==> src/vssd_pkg.sv <==
// Shared types, constants and helpers for the vector segment stream decoder.
package vssd_pkg;

    localparam int HEADER_BYTES = 36;
    localparam int QUEUE_DEPTH  = 4;
    localparam int CFG_IDX_W    = 2;
    localparam int CFG_DATA_W   = 8;

    localparam logic [CFG_IDX_W-1:0] CFG_OPAQUE_CODE = 2'd0;
    localparam logic [CFG_IDX_W-1:0] CFG_FLOAT_CODE  = 2'd1;
    localparam logic [CFG_IDX_W-1:0] CFG_MAX_SIM     = 2'd2;

    localparam logic [7:0] RST_OPAQUE_CODE = 8'd0;
    localparam logic [7:0] RST_FLOAT_CODE  = 8'd1;
    localparam logic [7:0] RST_MAX_SIM     = 8'd2;

    localparam logic [1:0] KIND_VEC  = 2'd0;
    localparam logic [1:0] KIND_ID   = 2'd1;
    localparam logic [1:0] KIND_BYTE = 2'd2;
    localparam logic [1:0] KIND_END  = 2'd3;

    localparam logic [3:0] ST_OK        = 4'd0;
    localparam logic [3:0] ST_SMALL     = 4'd1;
    localparam logic [3:0] ST_MAGIC     = 4'd2;
    localparam logic [3:0] ST_VERSION   = 4'd3;
    localparam logic [3:0] ST_ENCODING  = 4'd4;
    localparam logic [3:0] ST_SIM       = 4'd5;
    localparam logic [3:0] ST_RESERVED  = 4'd6;
    localparam logic [3:0] ST_OVERFLOW  = 4'd7;
    localparam logic [3:0] ST_VEC_LEN   = 4'd8;
    localparam logic [3:0] ST_SHORT     = 4'd9;
    localparam logic [3:0] ST_FRAME_LEN = 4'd10;
    localparam logic [3:0] ST_TOTAL_LEN = 4'd11;

    // header byte positions
    localparam logic [5:0] POS_VER_HI  = 6'd5;
    localparam logic [5:0] POS_ENC     = 6'd6;
    localparam logic [5:0] POS_SIM     = 6'd7;
    localparam logic [5:0] POS_DIM_END = 6'd11;
    localparam logic [5:0] POS_CNT_END = 6'd19;
    localparam logic [5:0] POS_PAY_END = 6'd27;
    localparam logic [5:0] POS_RSV     = 6'd28;
    localparam logic [5:0] POS_MAGIC_N = 6'd4;

    typedef struct packed {
        logic [7:0] data_byte;
        logic       segment_end;
    } t_in;

    typedef struct packed {
        logic [1:0]  item_kind;
        logic [63:0] item_value;
        logic [3:0]  status_code;
        logic        is_float_encoding;
        logic [7:0]  similarity_kind;
        logic [31:0] vector_dimension;
        logic [63:0] vector_total;
        logic        last_item;
    } t_out;

    // record passed from front to back
    typedef struct packed {
        logic [1:0]  kind;
        logic [63:0] value;
        logic [3:0]  err;
        logic        fl;
        logic [7:0]  sim;
        logic [31:0] dim;
        logic [63:0] cnt;
        logic [63:0] pay;
        logic [63:0] frm;
        logic [63:0] len;
    } t_rec;

    typedef enum logic [2:0] {
        B_IDLE,
        B_MUL0,
        B_MUL1,
        B_SUM,
        B_FIN
    } t_bstate;

    function automatic logic [7:0] magic_byte(input logic [1:0] idx);
        logic [7:0] m;
        case (idx)
            2'd0:    m = 8'h4D;
            2'd1:    m = 8'h56;
            2'd2:    m = 8'h32;
            default: m = 8'h56;
        endcase
        return m;
    endfunction

endpackage

==> src/vssd_queue.sv <==
// Short record queue between front and back.
module vssd_queue
    import vssd_pkg::*;
#(
    parameter int DEPTH = QUEUE_DEPTH
) (
    input  logic i_clk,
    input  logic i_rst_n,
    input  logic i_valid,
    output logic o_ready,
    input  t_rec i_rec,
    output logic o_valid,
    input  logic i_ready,
    output t_rec o_rec
);

    localparam int PW = (DEPTH > 1) ? $clog2(DEPTH) : 1;
    localparam int CW = $clog2(DEPTH + 1);

    t_rec          r_mem [DEPTH];
    logic [PW-1:0] r_wr, r_rd;
    logic [CW-1:0] r_cnt;
    logic          push, pop;

    assign o_ready = (r_cnt != CW'(DEPTH));
    assign o_valid = (r_cnt != '0);
    assign push    = i_valid && o_ready;
    assign pop     = o_valid && i_ready;
    assign o_rec   = r_mem[r_rd];

    always_ff @(posedge i_clk) begin
        if (push) r_mem[r_wr] <= i_rec;
    end

    always_ff @(posedge i_clk) begin
        if (!i_rst_n) begin
            r_wr  <= '0;
            r_rd  <= '0;
            r_cnt <= '0;
        end else begin
            if (push) r_wr <= (r_wr == PW'(DEPTH - 1)) ? '0 : r_wr + PW'(1);
            if (pop)  r_rd <= (r_rd == PW'(DEPTH - 1)) ? '0 : r_rd + PW'(1);
            if (push && !pop) r_cnt <= r_cnt + CW'(1);
            else if (pop && !push) r_cnt <= r_cnt - CW'(1);
        end
    end

endmodule

==> config.mk <==
export PLATFORM = sky130hd
export DESIGN_NAME = vssd_queue
export DESIGN_NICKNAME = d
export VERILOG_FILES = /design/src/vssd_pkg.sv /design/src/vssd_queue.sv
export SDC_FILE = /design/constraint.sdc
export NUM_CORES = 1
export LEC_CHECK = 0
export BUFFER_PORTS_ARGS = -buffer_cell sky130_fd_sc_hd__buf_4
export CAP_MARGIN = 20
export CORE_UTILIZATION = 51
export CTS_BUF_LIST = sky130_fd_sc_hd__clkbuf_16
export DETAILED_ROUTE_END_ITERATION = 8
export PLACE_DENSITY = 0.8
export SETUP_SLACK_MARGIN = 0.1
export SLEW_MARGIN = 20
export SYNTH_ARGS = -nofsm -noshare
export SYNTH_HDL_FRONTEND = slang
export SYNTH_SLANG_ARGS = --single-unit
==> constraint.sdc <==
create_clock -name i_clk -period 31.9 [get_ports i_clk]
set_input_delay 3.19 -clock i_clk [delete_from_list [all_inputs] [get_ports i_clk]]
set_output_delay 3.19 -clock i_clk [all_outputs]
set_load 0.02 [all_outputs]
==> run summary <==
• **share of layout cells above drive strength 1** 46.10%
• **Root Driver** sky130_fd_sc_hd__clkbuf_16
• **wire length of the first global-routing pass** 167200 um
• **synthesized area per cell** 27.20 um^2
• **combined global-route utilization of all metal layers** 21.51%
• **net count after synthesis** 2346
• **transition time of the tightest slew-check pin** 1.225 ns
• **Final GP Congestion** 0.8014
• **P_int** 3838 uW
• **DR vias/cell** 5.698
• **post-layout min period** 8.230 ns
• **number of sinks on the clock net** 1477
• **switching power of the nets** 1509 uW
• **row count** 118
• **detailed-route wire length per cell** 26.69 um
• **number of standard cells in the layout, taps in and fillers out** 4324
• **half-perimeter wire length after detailed placement** 69900 um
• **Critical Path RT** 28.71 ns
• **chip height** 326.0 um
• **kind of end point of the critical path** output port
• **total of buffers placed on input and output ports** 739
• **worst-case register-to-register setup slack** 27.20 ns
• **Resized Gates After CTS** 0
• **clock tree buffer depth** 3
• **R2R Path Start** r_cnt[1]$_SDFFE_PN0P_
• **total grt overflow** 0
• **gate count after technology mapping** 1968
• **status** completed
• **Crit Path Class** reg -> out
• **Hold Crit Class** reg -> reg
• **biggest area consumer among synthesized cells** sky130_fd_sc_hd__edfxtp_1
• **setup TNS** 0 ns
• **DRC violation count after routing** 0
• **largest driver fanout on the critical path** 51
• **cell count after placement** 4032
• **remaining max-slew budget at the tightest pin** 18.34%
• **count of hold-fix buffers inserted at cts** 0
• **number of global-route vias before repair** 26232
• **area of the mapped netlist** 53520 um^2
• **reg2reg end** r_mem[2][123]$_DFFE_PP_
• **setup slack of the critical path after layout** 23.67 ns
• **max_cap viols** 0
• **Leakage** 0.02167 uW
• **Routed Antenna Nets** 0
• **worst setup timing slack at the placement stage** 24.21 ns
• **Setup Fix Bufs, Post-CTS** 0
• **largest net degree at the start of global routing** 149
• **TritonCTS clock tree** built
• **setup repair after global routing missed its margin** false
• **Fmax achieved** 121.5 MHz
• **sequential share of power** 45.3%
• **post-synth top area share** 82.36%
• **post-detailed-routing wire length** 115400 um
• **PD cells** 82.22 nW/um^2
• **share of synthesized area occupied by flip-flops and latches** 82.70%
• **Placement Cell Area** 60370 um^2
• **Pins Over Slew Limit** 0
• **Startpoint Class** flop
• **Detailed Route Iter0 Violations** 2001
• **die span in x** 326.0 um
• **net count reported at finish** 3178
• **number of distinct library cell variants in the gate-level netlist after synthesis** 29
• **register bit count reported by yosys** 1477
• **final count of negative-setup-slack endpoints** 0
• **Detailed Routing Iterations Pass 1** 5
• **fin crit share** 25.80%
• **Clock power frac** 30.2%
• **highest ir drop seen on vdd** 0.00006908 V
• **floorplan die area** 106200 um^2
• **final standard cell area without fillers** 65020 um^2
• **leading cell types by total area after synthesis** sky130_fd_sc_hd__edfxtp_1, sky130_fd_sc_hd__mux4_2, sky130_fd_sc_hd__buf_6
• **area delta synth->final** 21.49%
• **number of placed I/O pins** 740
• **end point of the critical path** o_rec[208]
• **Gate power share** 24.6%
• **Clk Latency, worst-skew pair** 0.73 ns
• **number of buffers inserted during clock tree synthesis** 144
• **Vias** 24640
• **Final Hold Vio Count** 0
• **total of fill cells in the finished design** 6484
• **worst reg2reg path depth** 5
• **antenna violations before repair** 26
• **Starting Density** 51.57%
• **area of the core region** 103800 um^2
• **maximum clock skew at final layout** 0.02500 ns
• **switching part of the total power** 28.22%
• **count of H-tree levels built during CTS** 4
• **clock-pin slew reported for the worst setup and hold paths after clock tree synthesis** 0.06 ns
• **Worst EP arrival** 5.04 ns
• **warning count from the yosys run** 0
## final cells by class
cell class	count	area, um^2	share of cell area, %
sequential	1477	44270	68.08
multi-input combinational	404	8563	13.17
timing repair buffer	770	5858	9.009
clock buffer	150	3754	5.773
tap	1380	1727	2.655
clock inverter	116	782.0	1.203
antenna	24	60.06	0.09236
inverter	3	11.26	0.01732
## layout by cell type, fill, tap and decap left out, drive strengths merged, types with 2 or more instances in the layout
cell type  count
edfxtp      1468
clkinvlp       3
and2           2
or3            2
buf          770
nand2          5
mux2i          2
ha             6
and3           4
inv           40
clkinv        70
diode         24
nor2           2
nand3          2
clkbuf       150
mux4         367
o21ai          4
bufinv         6
dfxtp          9
## cells by family after synthesis
| group | count (synthesis) | synth area share (%) |
|---|---|---|
| XOR/XNOR | 2 | 0.03273 |
| buffers and inverters | 87 | 1.340 |
| AND/OR/NAND/NOR | 20 | 0.2057 |
| flip-flops | 1477 | 82.70 |
| AO/OA/AOI/OAI | 6 | 0.06545 |
| adder cells (fa/ha/maj) | 7 | 0.1777 |
| multiplexers | 369 | 15.48 |
## routing by layer
metal / vias to the layer above / track usage, % / part of all wire [%] / wire length [um]
met5: - / 0 / 0.025 / 29
met4: 4 / 10.87 / 4.4 / 5058
li1: 10306 / - / - / -
met1: 12917 / 25.29 / 35 / 40410
met2: 1169 / 35.86 / 52 / 59880
met3: 244 / 6.741 / 8.7 / 10030
## metrics by stage
stage | hold WS [ns] | utilization [%] | total power [uW]
finish | 0.5486 | 62.65 | 5346
global route | 0.5787 | 62.64 | 5521
CTS | 0.5565 | 62.54 | 5387
detailed placement | 0.5283 | 58.17 | 3772
global placement | 0.4771 | 58.17 | 3733
floorplan | 0.4677 | - | 3335
## power groups by stage
stage                     registers, uW  logic (uW)  clock network (uW)
after floorplan                    2500         833                   0
after global placement             2440        1290                   0
after detailed placement           2460        1310                   0
after CTS                          2420        1330                1640
after global routing               2430        1370                1710
final                              2420        1310                1610
## synth_stat cells
cell                          n
sky130_fd_sc_hd__clkbuf_1     7
sky130_fd_sc_hd__nand2_1      5
sky130_fd_sc_hd__mux2i_1      2
sky130_fd_sc_hd__xnor2_1      1
sky130_fd_sc_hd__nand4_1      1
sky130_fd_sc_hd__xor2_1       1
sky130_fd_sc_hd__and3_1       4
sky130_fd_sc_hd__clkbuf_2     1
sky130_fd_sc_hd__o21ai_0      3
sky130_fd_sc_hd__buf_8       13
sky130_fd_sc_hd__or3_1        2
sky130_fd_sc_hd__mux4_2     367
sky130_fd_sc_hd__buf_2       35
sky130_fd_sc_hd__and2_4       1
sky130_fd_sc_hd__fa_1         1
sky130_fd_sc_hd__or3b_1       1
sky130_fd_sc_hd__nor2b_1      1
sky130_fd_sc_hd__a21boi_0     1
sky130_fd_sc_hd__buf_6       25
sky130_fd_sc_hd__buf_4        3
sky130_fd_sc_hd__inv_1        3
sky130_fd_sc_hd__ha_1         6
sky130_fd_sc_hd__o21ai_1      1
sky130_fd_sc_hd__nor2_1       2
sky130_fd_sc_hd__and2_1       1
sky130_fd_sc_hd__dfxtp_1      9
sky130_fd_sc_hd__edfxtp_1  1468
sky130_fd_sc_hd__o31ai_1      1
sky130_fd_sc_hd__nand3_1      2
## state kept, by name (all words and copies together) (netlist names), named ones only
| register | count |
|---|---|
| r_cnt | 3 |
| r_rd | 2 |
| r_wr | 2 |
| r_mem | 1468 |
## critical path: stages (launching register included)
cell and delay, ns:
sky130_fd_sc_hd__dfxtp_4 0.94, sky130_fd_sc_hd__buf_4 0.82, sky130_fd_sc_hd__buf_4 0.74, sky130_fd_sc_hd__buf_4 0.88, sky130_fd_sc_hd__mux4_2 0.61, sky130_fd_sc_hd__buf_4 0.18
## worst min-delay path by stage
stage / from / to / cells past startpoint
6_report: r_wr[1]$_SDFFE_PN0P_ / r_wr[1]$_SDFFE_PN0P_ / 2
5_1_grt: r_wr[1]$_SDFFE_PN0P_ / r_wr[1]$_SDFFE_PN0P_ / 2
4_1_cts: r_wr[1]$_SDFFE_PN0P_ / r_wr[1]$_SDFFE_PN0P_ / 2
3_5_place_dp: r_wr[1]$_SDFFE_PN0P_ / r_wr[1]$_SDFFE_PN0P_ / 2
3_3_place_gp: r_wr[1]$_SDFFE_PN0P_ / r_wr[1]$_SDFFE_PN0P_ / 2
2_1_floorplan: r_wr[1]$_SDFFE_PN0P_ / r_wr[1]$_SDFFE_PN0P_ / 2
Note: power is estimated with default switching activity, not from simulation.
