[src/vssd_pkg.sv]
// Shared types, constants and helpers for the vector segment stream decoder.
package vssd_pkg;

    localparam int HEADER_BYTES = 36;
    localparam int QUEUE_DEPTH  = 4;
    localparam int CFG_IDX_W    = 2;
    localparam int CFG_DATA_W   = 8;

    localparam logic [CFG_IDX_W-1:0] CFG_OPAQUE_CODE = 2'd0;
    localparam logic [CFG_IDX_W-1:0] CFG_FLOAT_CODE  = 2'd1;
    localparam logic [CFG_IDX_W-1:0] CFG_MAX_SIM     = 2'd2;

    localparam logic [7:0] RST_OPAQUE_CODE = 8'd0;
    localparam logic [7:0] RST_FLOAT_CODE  = 8'd1;
    localparam logic [7:0] RST_MAX_SIM     = 8'd2;

    localparam logic [1:0] KIND_VEC  = 2'd0;
    localparam logic [1:0] KIND_ID   = 2'd1;
    localparam logic [1:0] KIND_BYTE = 2'd2;
    localparam logic [1:0] KIND_END  = 2'd3;

    localparam logic [3:0] ST_OK        = 4'd0;
    localparam logic [3:0] ST_SMALL     = 4'd1;
    localparam logic [3:0] ST_MAGIC     = 4'd2;
    localparam logic [3:0] ST_VERSION   = 4'd3;
    localparam logic [3:0] ST_ENCODING  = 4'd4;
    localparam logic [3:0] ST_SIM       = 4'd5;
    localparam logic [3:0] ST_RESERVED  = 4'd6;
    localparam logic [3:0] ST_OVERFLOW  = 4'd7;
    localparam logic [3:0] ST_VEC_LEN   = 4'd8;
    localparam logic [3:0] ST_SHORT     = 4'd9;
    localparam logic [3:0] ST_FRAME_LEN = 4'd10;
    localparam logic [3:0] ST_TOTAL_LEN = 4'd11;

    // header byte positions
    localparam logic [5:0] POS_VER_HI  = 6'd5;
    localparam logic [5:0] POS_ENC     = 6'd6;
    localparam logic [5:0] POS_SIM     = 6'd7;
    localparam logic [5:0] POS_DIM_END = 6'd11;
    localparam logic [5:0] POS_CNT_END = 6'd19;
    localparam logic [5:0] POS_PAY_END = 6'd27;
    localparam logic [5:0] POS_RSV     = 6'd28;
    localparam logic [5:0] POS_MAGIC_N = 6'd4;

    typedef struct packed {
        logic [7:0] data_byte;
        logic       segment_end;
    } t_in;

    typedef struct packed {
        logic [1:0]  item_kind;
        logic [63:0] item_value;
        logic [3:0]  status_code;
        logic        is_float_encoding;
        logic [7:0]  similarity_kind;
        logic [31:0] vector_dimension;
        logic [63:0] vector_total;
        logic        last_item;
    } t_out;

    // record passed from front to back
    typedef struct packed {
        logic [1:0]  kind;
        logic [63:0] value;
        logic [3:0]  err;
        logic        fl;
        logic [7:0]  sim;
        logic [31:0] dim;
        logic [63:0] cnt;
        logic [63:0] pay;
        logic [63:0] frm;
        logic [63:0] len;
    } t_rec;

    typedef enum logic [2:0] {
        B_IDLE,
        B_MUL0,
        B_MUL1,
        B_SUM,
        B_FIN
    } t_bstate;

    function automatic logic [7:0] magic_byte(input logic [1:0] idx);
        logic [7:0] m;
        case (idx)
            2'd0:    m = 8'h4D;
            2'd1:    m = 8'h56;
            2'd2:    m = 8'h32;
            default: m = 8'h56;
        endcase
        return m;
    endfunction

endpackage

[src/vssd_front.sv]
// Front end: config registers, header parse, region tracking, record build.
module vssd_front
    import vssd_pkg::*;
(
    input  logic                  i_clk,
    input  logic                  i_rst_n,
    input  logic                  i_valid,
    output logic                  o_ready,
    input  t_in                   i_data,
    input  logic                  i_cfg_we,
    input  logic [CFG_IDX_W-1:0]  i_cfg_idx,
    input  logic [CFG_DATA_W-1:0] i_cfg_data,
    output logic                  o_rec_valid,
    output t_rec                  o_rec,
    input  logic                  i_rec_ready
);

    logic [7:0]  r_opq, r_flc, r_msim;
    logic [63:0] r_pos, n_pos;
    logic [63:0] r_asm, n_asm;
    logic [31:0] r_dim, n_dim;
    logic [63:0] r_cnt, n_cnt;
    logic [63:0] r_pay, n_pay;
    logic [63:0] r_rem, n_rem;
    logic [3:0]  r_tail, n_tail;
    logic        r_fl, n_fl;
    logic [7:0]  r_sim, n_sim;
    logic [63:0] r_frm, n_frm;
    logic [3:0]  r_err, n_err;

    logic        acc, have;
    logic [1:0]  kind;
    logic [63:0] value;
    logic [3:0]  fcode;
    logic [5:0]  psm;
    logic [7:0]  b;

    assign o_ready = i_rec_ready;
    assign acc     = i_valid && i_rec_ready;
    assign b       = i_data.data_byte;
    assign psm     = r_pos[5:0];

    always_comb begin
        n_pos  = r_pos;
        n_asm  = r_asm;
        n_dim  = r_dim;
        n_cnt  = r_cnt;
        n_pay  = r_pay;
        n_rem  = r_rem;
        n_tail = r_tail;
        n_fl   = r_fl;
        n_sim  = r_sim;
        n_frm  = r_frm;
        n_err  = r_err;
        have   = 1'b0;
        kind   = KIND_VEC;
        value  = 64'd0;
        fcode  = ST_OK;
        if (acc) begin
            n_asm = {b, r_asm[63:8]};
            if (r_pos < 64'(HEADER_BYTES)) begin
                if (psm < POS_MAGIC_N) begin
                    if (b != magic_byte(psm[1:0])) fcode = ST_MAGIC;
                end else if (psm == POS_VER_HI) begin
                    if (n_asm[63:48] != 16'd1) fcode = ST_VERSION;
                end else if (psm == POS_ENC) begin
                    if (b == r_opq) n_fl = 1'b0;
                    else if (b == r_flc) n_fl = 1'b1;
                    else fcode = ST_ENCODING;
                end else if (psm == POS_SIM) begin
                    n_sim = b;
                    if (b > r_msim) fcode = ST_SIM;
                end else if (psm == POS_DIM_END) begin
                    n_dim = n_asm[63:32];
                end else if (psm == POS_CNT_END) begin
                    n_cnt = n_asm;
                end else if (psm == POS_PAY_END) begin
                    n_pay = n_asm;
                    n_rem = n_asm;
                end else if (psm >= POS_RSV) begin
                    if (b != 8'd0) fcode = ST_RESERVED;
                end
            end else if (r_err == ST_OK) begin
                if (!r_fl) begin
                    have  = 1'b1;
                    kind  = KIND_BYTE;
                    value = {56'd0, b};
                end else if (r_rem != 64'd0) begin
                    n_rem = r_rem - 64'd1;
                    // header is word aligned, so byte position bits give the lane
                    if (r_pos[1:0] == 2'd3) begin
                        have  = 1'b1;
                        kind  = KIND_VEC;
                        value = {32'd0, n_asm[63:32]};
                    end
                end else begin
                    if (!r_tail[3]) begin
                        if (r_tail[2:0] == 3'd7) n_frm = n_asm;
                    end else if (r_tail[2:0] == 3'd7) begin
                        have  = 1'b1;
                        kind  = KIND_ID;
                        value = n_asm;
                    end
                    n_tail = (r_tail == 4'd15) ? 4'd8 : r_tail + 4'd1;
                end
            end
            if (r_err == ST_OK && fcode != ST_OK) n_err = fcode;
            n_pos = (r_pos == '1) ? r_pos : r_pos + 64'd1;
        end

        o_rec.kind  = i_data.segment_end ? KIND_END : kind;
        o_rec.value = value;
        o_rec.err   = n_err;
        o_rec.fl    = n_fl;
        o_rec.sim   = n_sim;
        o_rec.dim   = n_dim;
        o_rec.cnt   = n_cnt;
        o_rec.pay   = n_pay;
        o_rec.frm   = n_frm;
        o_rec.len   = n_pos;
        o_rec_valid = i_valid && (have || i_data.segment_end);

        if (acc && i_data.segment_end) begin
            n_pos  = 64'd0;
            n_asm  = 64'd0;
            n_dim  = 32'd0;
            n_cnt  = 64'd0;
            n_pay  = 64'd0;
            n_rem  = 64'd0;
            n_tail = 4'd0;
            n_fl   = 1'b0;
            n_sim  = 8'd0;
            n_frm  = 64'd0;
            n_err  = ST_OK;
        end
    end

    always_ff @(posedge i_clk) begin
        if (!i_rst_n) begin
            r_opq  <= RST_OPAQUE_CODE;
            r_flc  <= RST_FLOAT_CODE;
            r_msim <= RST_MAX_SIM;
            r_pos  <= 64'd0;
            r_asm  <= 64'd0;
            r_dim  <= 32'd0;
            r_cnt  <= 64'd0;
            r_pay  <= 64'd0;
            r_rem  <= 64'd0;
            r_tail <= 4'd0;
            r_fl   <= 1'b0;
            r_sim  <= 8'd0;
            r_frm  <= 64'd0;
            r_err  <= ST_OK;
        end else begin
            if (i_cfg_we) begin
                case (i_cfg_idx)
                    CFG_OPAQUE_CODE: r_opq  <= i_cfg_data;
                    CFG_FLOAT_CODE:  r_flc  <= i_cfg_data;
                    CFG_MAX_SIM:     r_msim <= i_cfg_data;
                    default: ;
                endcase
            end
            r_pos  <= n_pos;
            r_asm  <= n_asm;
            r_dim  <= n_dim;
            r_cnt  <= n_cnt;
            r_pay  <= n_pay;
            r_rem  <= n_rem;
            r_tail <= n_tail;
            r_fl   <= n_fl;
            r_sim  <= n_sim;
            r_frm  <= n_frm;
            r_err  <= n_err;
        end
    end

endmodule

[config.mk]
export PLATFORM = sky130hd
export DESIGN_NAME = vssd_front
export DESIGN_NICKNAME = d
export VERILOG_FILES = /design/src/vssd_pkg.sv /design/src/vssd_front.sv
export SDC_FILE = /design/constraint.sdc
export NUM_CORES = 1
export LEC_CHECK = 0
export BUFFER_PORTS_ARGS = -buffer_cell sky130_fd_sc_hd__buf_4
export CAP_MARGIN = 5
export CORE_MARGIN = 2
export CORE_UTILIZATION = 51
export CTS_CLUSTER_DIAMETER = 80
export CTS_CLUSTER_SIZE = 30
export DETAILED_ROUTE_END_ITERATION = 10
export GPL_ROUTABILITY_DRIVEN = 0
export PLACE_DENSITY = 0.75
export SETUP_SLACK_MARGIN = 0.2
export SLEW_MARGIN = 20
export SYNTH_ARGS = -nofsm -noshare
export SYNTH_HDL_FRONTEND = slang
export SYNTH_SLANG_ARGS = --single-unit
export TNS_END_PERCENT = 30
[constraint.sdc]
create_clock -name i_clk -period 3.2 [get_ports i_clk]
set_clock_uncertainty 0.2 [all_clocks]
set_input_delay 0.64 -clock i_clk [delete_from_list [all_inputs] [get_ports i_clk]]
set_output_delay 0.64 -clock i_clk [all_outputs]
set_load 0.01 [all_outputs]
==> reports/qor_table.md, run 1 <==
| Quantity | This run | Unit |
|---|---|---|
| Worst Setup End Kind | primary output | - |
| Setup repair after global routing missed its margin | yes | - |
| DIE AREA | 0.0444 | mm2 |
| Final Instance Area | 0.0312 | mm2 |
| Crit path launch | r_rem[21]$_SDFFE_PP0P_ | - |
| Detail Placement HPWL | 56.1 | mm |
| Die Wd | 211 | um |
| Critical Path End | o_rec[127] | - |
| Leakage power of the design | 14.1 | nW |
| Cell area power density | 325 | mW/mm2 |
| Worst-path clk slew | 100 | ps |
| Delay of the slowest cell on the worst path | 540 | ps |
| Series of cell instances along the critical path | or4_4 -> nor3b_4 -> nand4_1 -> nor3_4 -> nand4_4 -> buf_12 -> buf_8 -> buf_16 -> mux2_2 -> buf_4 | - |
| Core footprint | 0.0420 | mm2 |
| Top flip-flop cell by instance count after synthesis | dfxtp_1 | - |
| Number of cell instances on the worst register-to-register path | 19 | - |
| Share of the synthesized area in the top cell type | 0.412 | - |
| Run status | finished, violations left | - |
| Number of global-route vias before repair | 21323 | - |
| Chip height | 211 | um |
| ANT nets after route | 0 | - |
| Number of distinct standard cells referenced by the synthesized netlist | 71 | - |
| Count of endpoints failing setup in the final report | 432 | - |
| Clock tree from TritonCTS | yes | - |
| Post-layout net count | 3154 | - |
| Post-synth ARST share | 0 | - |
| Register-to-register setup slack | -860 | ps |
| Data required time at the worst endpoint | 2360 | ps |
| Arrival time worst endpoint | 3350 | ps |
| Detailed Route WL | 89.6 | mm |
| PortBufs | 392 | - |
| Number of buffer and inverter instances along the worst setup path | 4 | - |
| Overflow left after global routing | 0 | - |
| Via density | 6.10 | - |
| Most area-hungry cell type in the Yosys netlist | dfxtp_1 | - |
| Post-placement cell area | 0.0275 | mm2 |
| Number of clock sinks | 449 | - |
| Synthesized area per cell | 8.80 | um2 |
| Seq/Total Area, Yosys | 0.412 | - |
| Syn-to-layout area delta | 43.2 | % |
| Cell type of the slowest stage on the worst timing path | or4_4 | - |
| Drt first pass iters | 8 | - |
| Inserted Diodes | 0 | - |
| Fin. Hold Viols | 0 | - |
| Clock latency at the later pin of the worst-skew pair | 630 | ps |
| Cell area after synthesis | 0.0218 | mm2 |
| Cell row count | 75 | - |
| Failing checks | negative setup slack | - |
| Reg-to-reg startpoint | r_rem[57]$_SDFFE_PP0P_ | - |
| Max-Slew Margin vs Limit | 0.381 | - |
| Pin count of the biggest net entering global routing | 86 | - |
| Number of pins with negative max-slew slack in the final report | 0 | - |
| Global Route Usage Sum | 0.368 | - |
| Ratio of final minimum period to clock period | 1.31 | - |
| Fin Hold WS | 94.4 | ps |
| Cell with the most instances after synthesis | dfxtp_1 | - |
| Antenna violations before repair | 2 | - |
| Pre-CTS setup slack | -320 | ps |
| Max_cap viols | 0 | - |
| Register bit total from synthesis | 449 | - |
| Final core occ | 0.743 | - |
| Top post-synthesis cells by area | dfxtp_1 (41%), mux2_4 (8.1%), and2_1 (7.7%), nand2_1 (7.2%), a21oi_1 (4.6%) | - |
| Clock tree buffer depth | 3 | - |
| Depth of the worst hold-timing path | 3 | - |
| Yosys synthesis warning count | 0 | - |
| First-pass GRT wire length | 127 | mm |
| # H-tree levels | 1 | - |
| Final WS setup | -992 | ps |
| Final Critical Period | 4190 | ps |
| Initial drt markers | 2363 | - |
| Effective utilization at floorplan | 0.519 | - |
| Via Count | 22393 | - |
| Family of cells with the greatest summed delay on the critical path | simple AND/OR/NAND/NOR gates | - |
| Post-synth net total | 2520 | - |
| Number of flops mapped to enable cells by yosys | 0 | - |
| Worst-path fanout max | 7 | - |
| Worst setup path class | flip-flop to primary output | - |
| Detailed-route wire length per cell | 24.4 | um |
| Fraction of layout cells with a size suffix above 1 | 0.389 | - |
| VDD IR max | 409 | uV |
| Commonest cells in the netlist | dfxtp_1 (449), nand2_1 (417), and2_1 (269) | - |
| Total power consumption of the routed design | 10.2 | mW |
| Post-route DRC violation count | 0 | - |
| Number of placed I/O pins | 393 | - |
| Synthesized instance count | 2480 | - |
| Hold/Removal Path Class | input port to flip-flop | - |
| Startpoint kind of the worst setup timing path | flip-flop | - |
| Root Buffer Master | clkbuf_16 | - |
| Total number of cells along the worst setup path | 10 | - |
| Total clock buffers created by CTS | 26 | - |
| Filler instances | 2701 | - |
| R2r endpoint | r_tail[3]$_SDFFE_PP0P_ | - |
| Fmax | 239 | MHz |
| Transition time at the pin with the least slew margin | 928 | ps |
state kept, by name (all words and copies together) (netlist names):
signal,count
r_pos,64
r_flc,8
r_fl,1
r_err,4
r_pay,64
r_msim,8
r_asm,56
r_cnt,64
r_opq,8
r_frm,64
r_tail,4
r_sim,8
r_dim,32
r_rem,64
worst reg2reg max path, cell delays in order (launching register included):
cell	delay [ps]
dfxtp_2	330
or4_4	520
or2_1	240
or3_4	380
nor3_4	180
nand3_4	120
buf_6	140
buf_6	100
buf_6	100
buf_6	100
buf_6	100
buf_6	100
buf_6	100
buf_6	100
buf_6	100
buf_6	100
buf_6	100
buf_4	120
or4_1	480
and3_1	210
final cells by class:
| class | instances | area [um2] | share of cell area |
|---|---|---|---|
| inverters | 29 | 109 | 0.00348 |
| multi-input cells | 1808 | 12900 | 0.411 |
| flip-flops and latches | 449 | 9010 | 0.288 |
| clock buffers | 27 | 664 | 0.0213 |
| well taps | 539 | 674 | 0.0216 |
| clock inverters | 19 | 317 | 0.0101 |
| repair buffers | 800 | 7610 | 0.244 |
metrics by stage:
stage,instances,setup TNS [ps]
2_1_floorplan,2480,-36000
3_3_place_gp,3549,-49010
3_5_place_dp,3549,-68670
4_1_cts,3635,-280620
5_1_grt,3671,-349980
6_report,3671,-304760
cell families (layout without fill, tap and decap cells):
family | after synthesis | after routing | synth area share
simple gates | 1105 | 1105 | 0.262
flops | 449 | 449 | 0.412
compound gates | 403 | 403 | 0.115
buf+inv | 223 | 875 | 0.0454
mux | 206 | 206 | 0.125
xor+xnor | 78 | 78 | 0.0313
fa+ha+maj | 16 | 16 | 0.00918
cell usage in the layout (no fill, tap or decap), types with 10 or more instances in the layout:
master / instances
a211oi_1: 13
a21o_1: 10
a21oi_1: 197
a22o_1: 19
a31oi_1: 10
and2_1: 231
and2_4: 36
and3_1: 30
and4_1: 10
buf_12: 31
buf_4: 519
buf_6: 224
buf_8: 10
clkbuf_16: 33
dfxtp_1: 433
dfxtp_2: 16
ha_1: 16
inv_1: 28
mux2_2: 16
mux2_4: 157
mux2i_1: 33
nand2_1: 405
nand2_2: 10
nand3_1: 39
nand4_1: 34
nor2_1: 76
nor2b_1: 26
nor3_1: 54
nor4_1: 34
nor4_2: 17
o211ai_1: 10
o21ai_0: 65
xnor2_1: 11
xnor2_2: 26
xor2_1: 35
worst min-delay path by stage:
stage	startpoint	end	slack, ps
6_report	i_cfg_data[7]	r_msim[7]$_SDFFE_PN0P_	90
5_1_grt	i_cfg_data[7]	r_msim[7]$_SDFFE_PN0P_	100
4_1_cts	i_cfg_data[7]	r_msim[7]$_SDFFE_PN0P_	90
3_5_place_dp	r_pay[30]$_SDFF_PP0_	r_pay[30]$_SDFF_PP0_	260
3_3_place_gp	r_pay[52]$_SDFF_PP0_	r_pay[52]$_SDFF_PP0_	250
2_1_floorplan	r_pay[36]$_SDFF_PP0_	r_pay[36]$_SDFF_PP0_	240
where the power goes:
part | internal (mW) | switching [mW]
Clock | 1.71 | 2.38
Sequential | 5.60 | 0.0200
Combinational | 0.138 | 0.301
metal layers:
metal / vias to the layer above / share of wire / GRT usage
li1: 9805 / - / -
met1: 10796 / 0.37 / 0.454
met2: 1404 / 0.46 / 0.610
met3: 386 / 0.11 / 0.0885
met4: 2 / 0.063 / 0.165
met5: - / 0.00015 / 0
what timing repair did:
item | 4_1_cts | 5_1_grt
gates cloned | 8 | 9
gates resized for setup | 298 | 134
endpoints found under the setup margin | 441 | 586
hold buffers | 0 | 0
buffers inserted | 32 | 27
pin swaps | 45 | 31
(Power assumes the default switching activity.)
==> run 2: changes to the inputs <==
--- a/constraint.sdc
+++ b/constraint.sdc
@@ -3,3 +3,3 @@
 set_input_delay 0.64 -clock i_clk [delete_from_list [all_inputs] [get_ports i_clk]]
 set_output_delay 0.64 -clock i_clk [all_outputs]
-set_load 0.01 [all_outputs]
+set_load 0.05 [all_outputs]
==> reports/qor_table.md, run 2 (same netlist as run 1, synthesis figures left out) <==
| Quantity | This run | Unit | vs previous |
|---|---|---|---|
| Run status | finished, violations left | - |  |
| Failing checks | negative setup slack | - |  |
| Global Route Usage Sum | 0.326 | - | -0.0416 |
| Sw power | 2.71 | mW | +0.34% |
| Number of global-route vias before repair | 21037 | - | -1.3% |
| Sink of the worst hold path | r_msim[1]$_SDFFE_PN1P_ | - |  |
| Data required time at the worst endpoint | 2360 | ps | about the same |
| Number of pins with negative max-slew slack in the final report | 0 | - | unchanged |
| Startpoint of the lowest-slack hold path | i_cfg_data[1] | - |  |
| Final Critical Period | 4230 | ps | +34.9 ps |
| Detailed-route wire length per cell | 22.2 | um | -9.0% |
| VDD IR max | 569 | uV | +39% |
| Pin count of the biggest net entering global routing | 94 | - | +9.3% |
| Max_cap viols | 0 | - | unchanged |
| Count of endpoints failing setup in the final report | 420 | - | -2.8% |
| Area of all sequential standard cells | 0.00901 | mm2 | about the same |
| Detail Placement HPWL | 53.6 | mm | -4.5% |
| Fin. Hold Viols | 0 | - | unchanged |
| Detailed Route WL | 82.4 | mm | -8.0% |
| Number of cell instances on the worst register-to-register path | 14 | - | -5 |
| Clk pwr share | 0.413 | - | +0.010 |
| R2r endpoint | r_rem[20]$_SDFFE_PP0P_ | - |  |
| Worst-path fanout max | 9 | - | +2 |
| Via density | 5.96 | - | -2.3% |
| Leakage power of the design | 14.4 | nW | +1.7% |
| Worst setup path class | flip-flop to primary output | - |  |
| Core footprint | 0.0420 | mm2 | unchanged |
| Clock tree from TritonCTS | yes | - |  |
| Commonest cells after routing, fill and taps aside | buf_4 (562), dfxtp_1 (432), nand2_1 (380), and2_1 (233), a21oi_1 (197) | - |  |
| PortBufs | 392 | - | unchanged |
| Overflow left after global routing | 0 | - | unchanged |
| Worst Setup End Kind | primary output | - |  |
| Clock latency at the later pin of the worst-skew pair | 630 | ps | about the same |
| Total number of cells along the worst setup path | 10 | - | unchanged |
| First-pass GRT wire length | 116 | mm | -8.8% |
| Initial drt markers | 2350 | - | -0.55% |
| Chip height | 211 | um | unchanged |
| Number of buffer and inverter instances along the worst setup path | 3 | - | -1 |
| Depth of the worst hold-timing path | 3 | - | unchanged |
| Worst-path clk slew | 110 | ps | about the same |
| Setup repair after global routing missed its margin | yes | - |  |
| Effective utilization at floorplan | 0.519 | - | unchanged |
| Ratio of final minimum period to clock period | 1.32 | - | +0.0109 |
| Family of cells with the greatest summed delay on the critical path | simple AND/OR/NAND/NOR gates | - |  |
| Number of placed I/O pins | 393 | - | unchanged |
| Die Wd | 211 | um | unchanged |
| Reg-to-reg startpoint | r_pos[36]$_SDFF_PP0_ | - |  |
| Arrival time worst endpoint | 3390 | ps | +40 ps |
| Drt first pass iters | 6 | - | -2 |
| Part of the total power dissipated in combinational logic | 0.048 | - | +0.005 |
| Final Instance Area | 0.0322 | mm2 | +3.1% |
| Total clock buffers created by CTS | 28 | - | +7.7% |
| Internal power of the cells | 7.70 | mW | +3.3% |
| Most common cell after layout, fill and taps aside | buf_4 | - |  |
| # H-tree levels | 1 | - | unchanged |
| Final core occ | 0.766 | - | +0.0231 |
| Via Count | 22127 | - | -1.2% |
| Fin Hold WS | 75.4 | ps | -19.0 ps |
| DIE AREA | 0.0444 | mm2 | unchanged |
| Clock tree buffer depth | 3 | - | unchanged |
| Filler instances | 2688 | - | -0.48% |
| Most common cell type on the critical path | buf_4 | - |  |
| Max-Slew Margin vs Limit | 0.502 | - | +0.120 |
| Cell type of the slowest stage on the worst timing path | or4_4 | - |  |
| Hold/Removal Path Class | input port to flip-flop | - |  |
| Post-route insts no fill | 3712 | - | +1.1% |
| Cell row count | 75 | - | unchanged |
| Root Buffer Master | clkbuf_16 | - |  |
| Fin Setup TNS | -303480 | ps | +1290 ps |
| ANT nets after route | 0 | - | unchanged |
| Startpoint kind of the worst setup timing path | flip-flop | - |  |
| Register-to-register setup slack | -200 | ps | +660 ps |
| Fraction of layout cells with a size suffix above 1 | 0.413 | - | +0.0233 |
| Post-route DRC violation count | 0 | - | unchanged |
| Switching Share | 0.260 | - | -0.00554 |
| Footprint of the multi-input gates | 0.0135 | mm2 | +4.7% |
| Post-layout net count | 3191 | - | +1.2% |
| Number of clock sinks | 449 | - | unchanged |
| Cells after DPL | 3615 | - | +1.9% |
| Series of cell instances along the critical path | or4_4 -> nor3b_4 -> nand4_2 -> buf_4 -> nor3_4 -> buf_4 -> nor2_2 -> o31a_1 -> o21a_1 -> buf_6 | - |  |
| Syn-to-layout area delta | 47.6 | % |  |
| Cell area power density | 323 | mW/mm2 | -0.62% |
| Post-placement cell area | 0.0291 | mm2 | +5.7% |
| Sequential group share of total power | 0.540 | - | -0.014 |
| Final WS setup | -1030 | ps | -34.9 ps |
| Fmax | 237 | MHz | -0.83% |
| Transition time at the pin with the least slew margin | 747 | ps | -182 ps |
| Antenna violations before repair | 2 | - | unchanged |
| Delay of the slowest cell on the worst path | 570 | ps | +30 ps |
| Inserted Diodes | 0 | - | unchanged |
run 2: cell types whose count changed in the layout (fill, tap and decap cells not counted), sizes merged:
cell	before	now
clkinvlp	1	2
bufinv	0	2
inv	37	41
or4b	2	3
clkbuf	34	39
buf	793	823
clkinv	10	7
nand2	418	419
run 2: repair_timing:
item,CTS,global route
hold buffers,0,0
endpoints found under the setup margin,503,473
resized for setup,108,283
cloned,1,16
buffers inserted,5,23
pin swaps,6,50
run 2: power groups by stage:
stage	clock (mW)	sequential [mW]	combinational, mW
after floorplan	0	5.74	0.262
after detailed placement	0	5.75	0.471
after global placement	0	5.75	0.460
after CTS	4.30	5.62	0.473
final	4.29	5.62	0.496
after global routing	4.53	5.62	0.519
run 2: worst register-to-register path, stage by stage, from the launching register on:
cell and delay [ps]:
dfxtp_2 340, nor4_2 300, buf_4 160, nand4_1 130, nor4_4 310, buf_6 170
buf_6 110, buf_12 120, buf_8 120, nand2_8 100, buf_12 220, a221oi_4 300
buf_12 210, nand2_1 260, o21ai_0 270
run 2: how the worst max path moves through the flow:
stage | start | to | slack (ps)
after detailed placement | r_pos[36]$_SDFF_PP0_ | o_rec[64] | -410
after global placement | r_pos[36]$_SDFF_PP0_ | o_rec[64] | -430
after global routing | r_pos[36]$_SDFF_PP0_ | o_rec[238] | -1030
after floorplan | r_rem[57]$_SDFFE_PP0P_ | o_rec[301] | -360
final | r_rem[43]$_SDFFE_PP0P_ | o_rec_valid | -1030
after CTS | r_pos[36]$_SDFF_PP0_ | o_rec[214] | -930
run 2: per-stage QoR:
step,total power [mW],worst slack [ps]
finish,10.4,-1030
global route,10.7,-1030
CTS,10.4,-928
detailed placement,6.22,-408
global placement,6.21,-433
floorplan,6.00,-358
run 2: cell type report:
class                           instances  area share
Clock buffer                           29      0.0219
Clock inverter                         23      0.0103
Inverter                               29     0.00338
Multi-Input combinational cell       1810       0.418
Sequential cell                       449       0.280
Tap cell                              539      0.0209
Timing Repair Buffer                  833       0.246
run 2: routing by layer:
metal  track usage  part of all wire  vias up
li1              -                 -     9914
met1         0.417              0.38    10624
met2         0.546              0.46     1253
met3        0.0580             0.099      334
met4         0.134             0.054        2
met5             0           0.00015        -
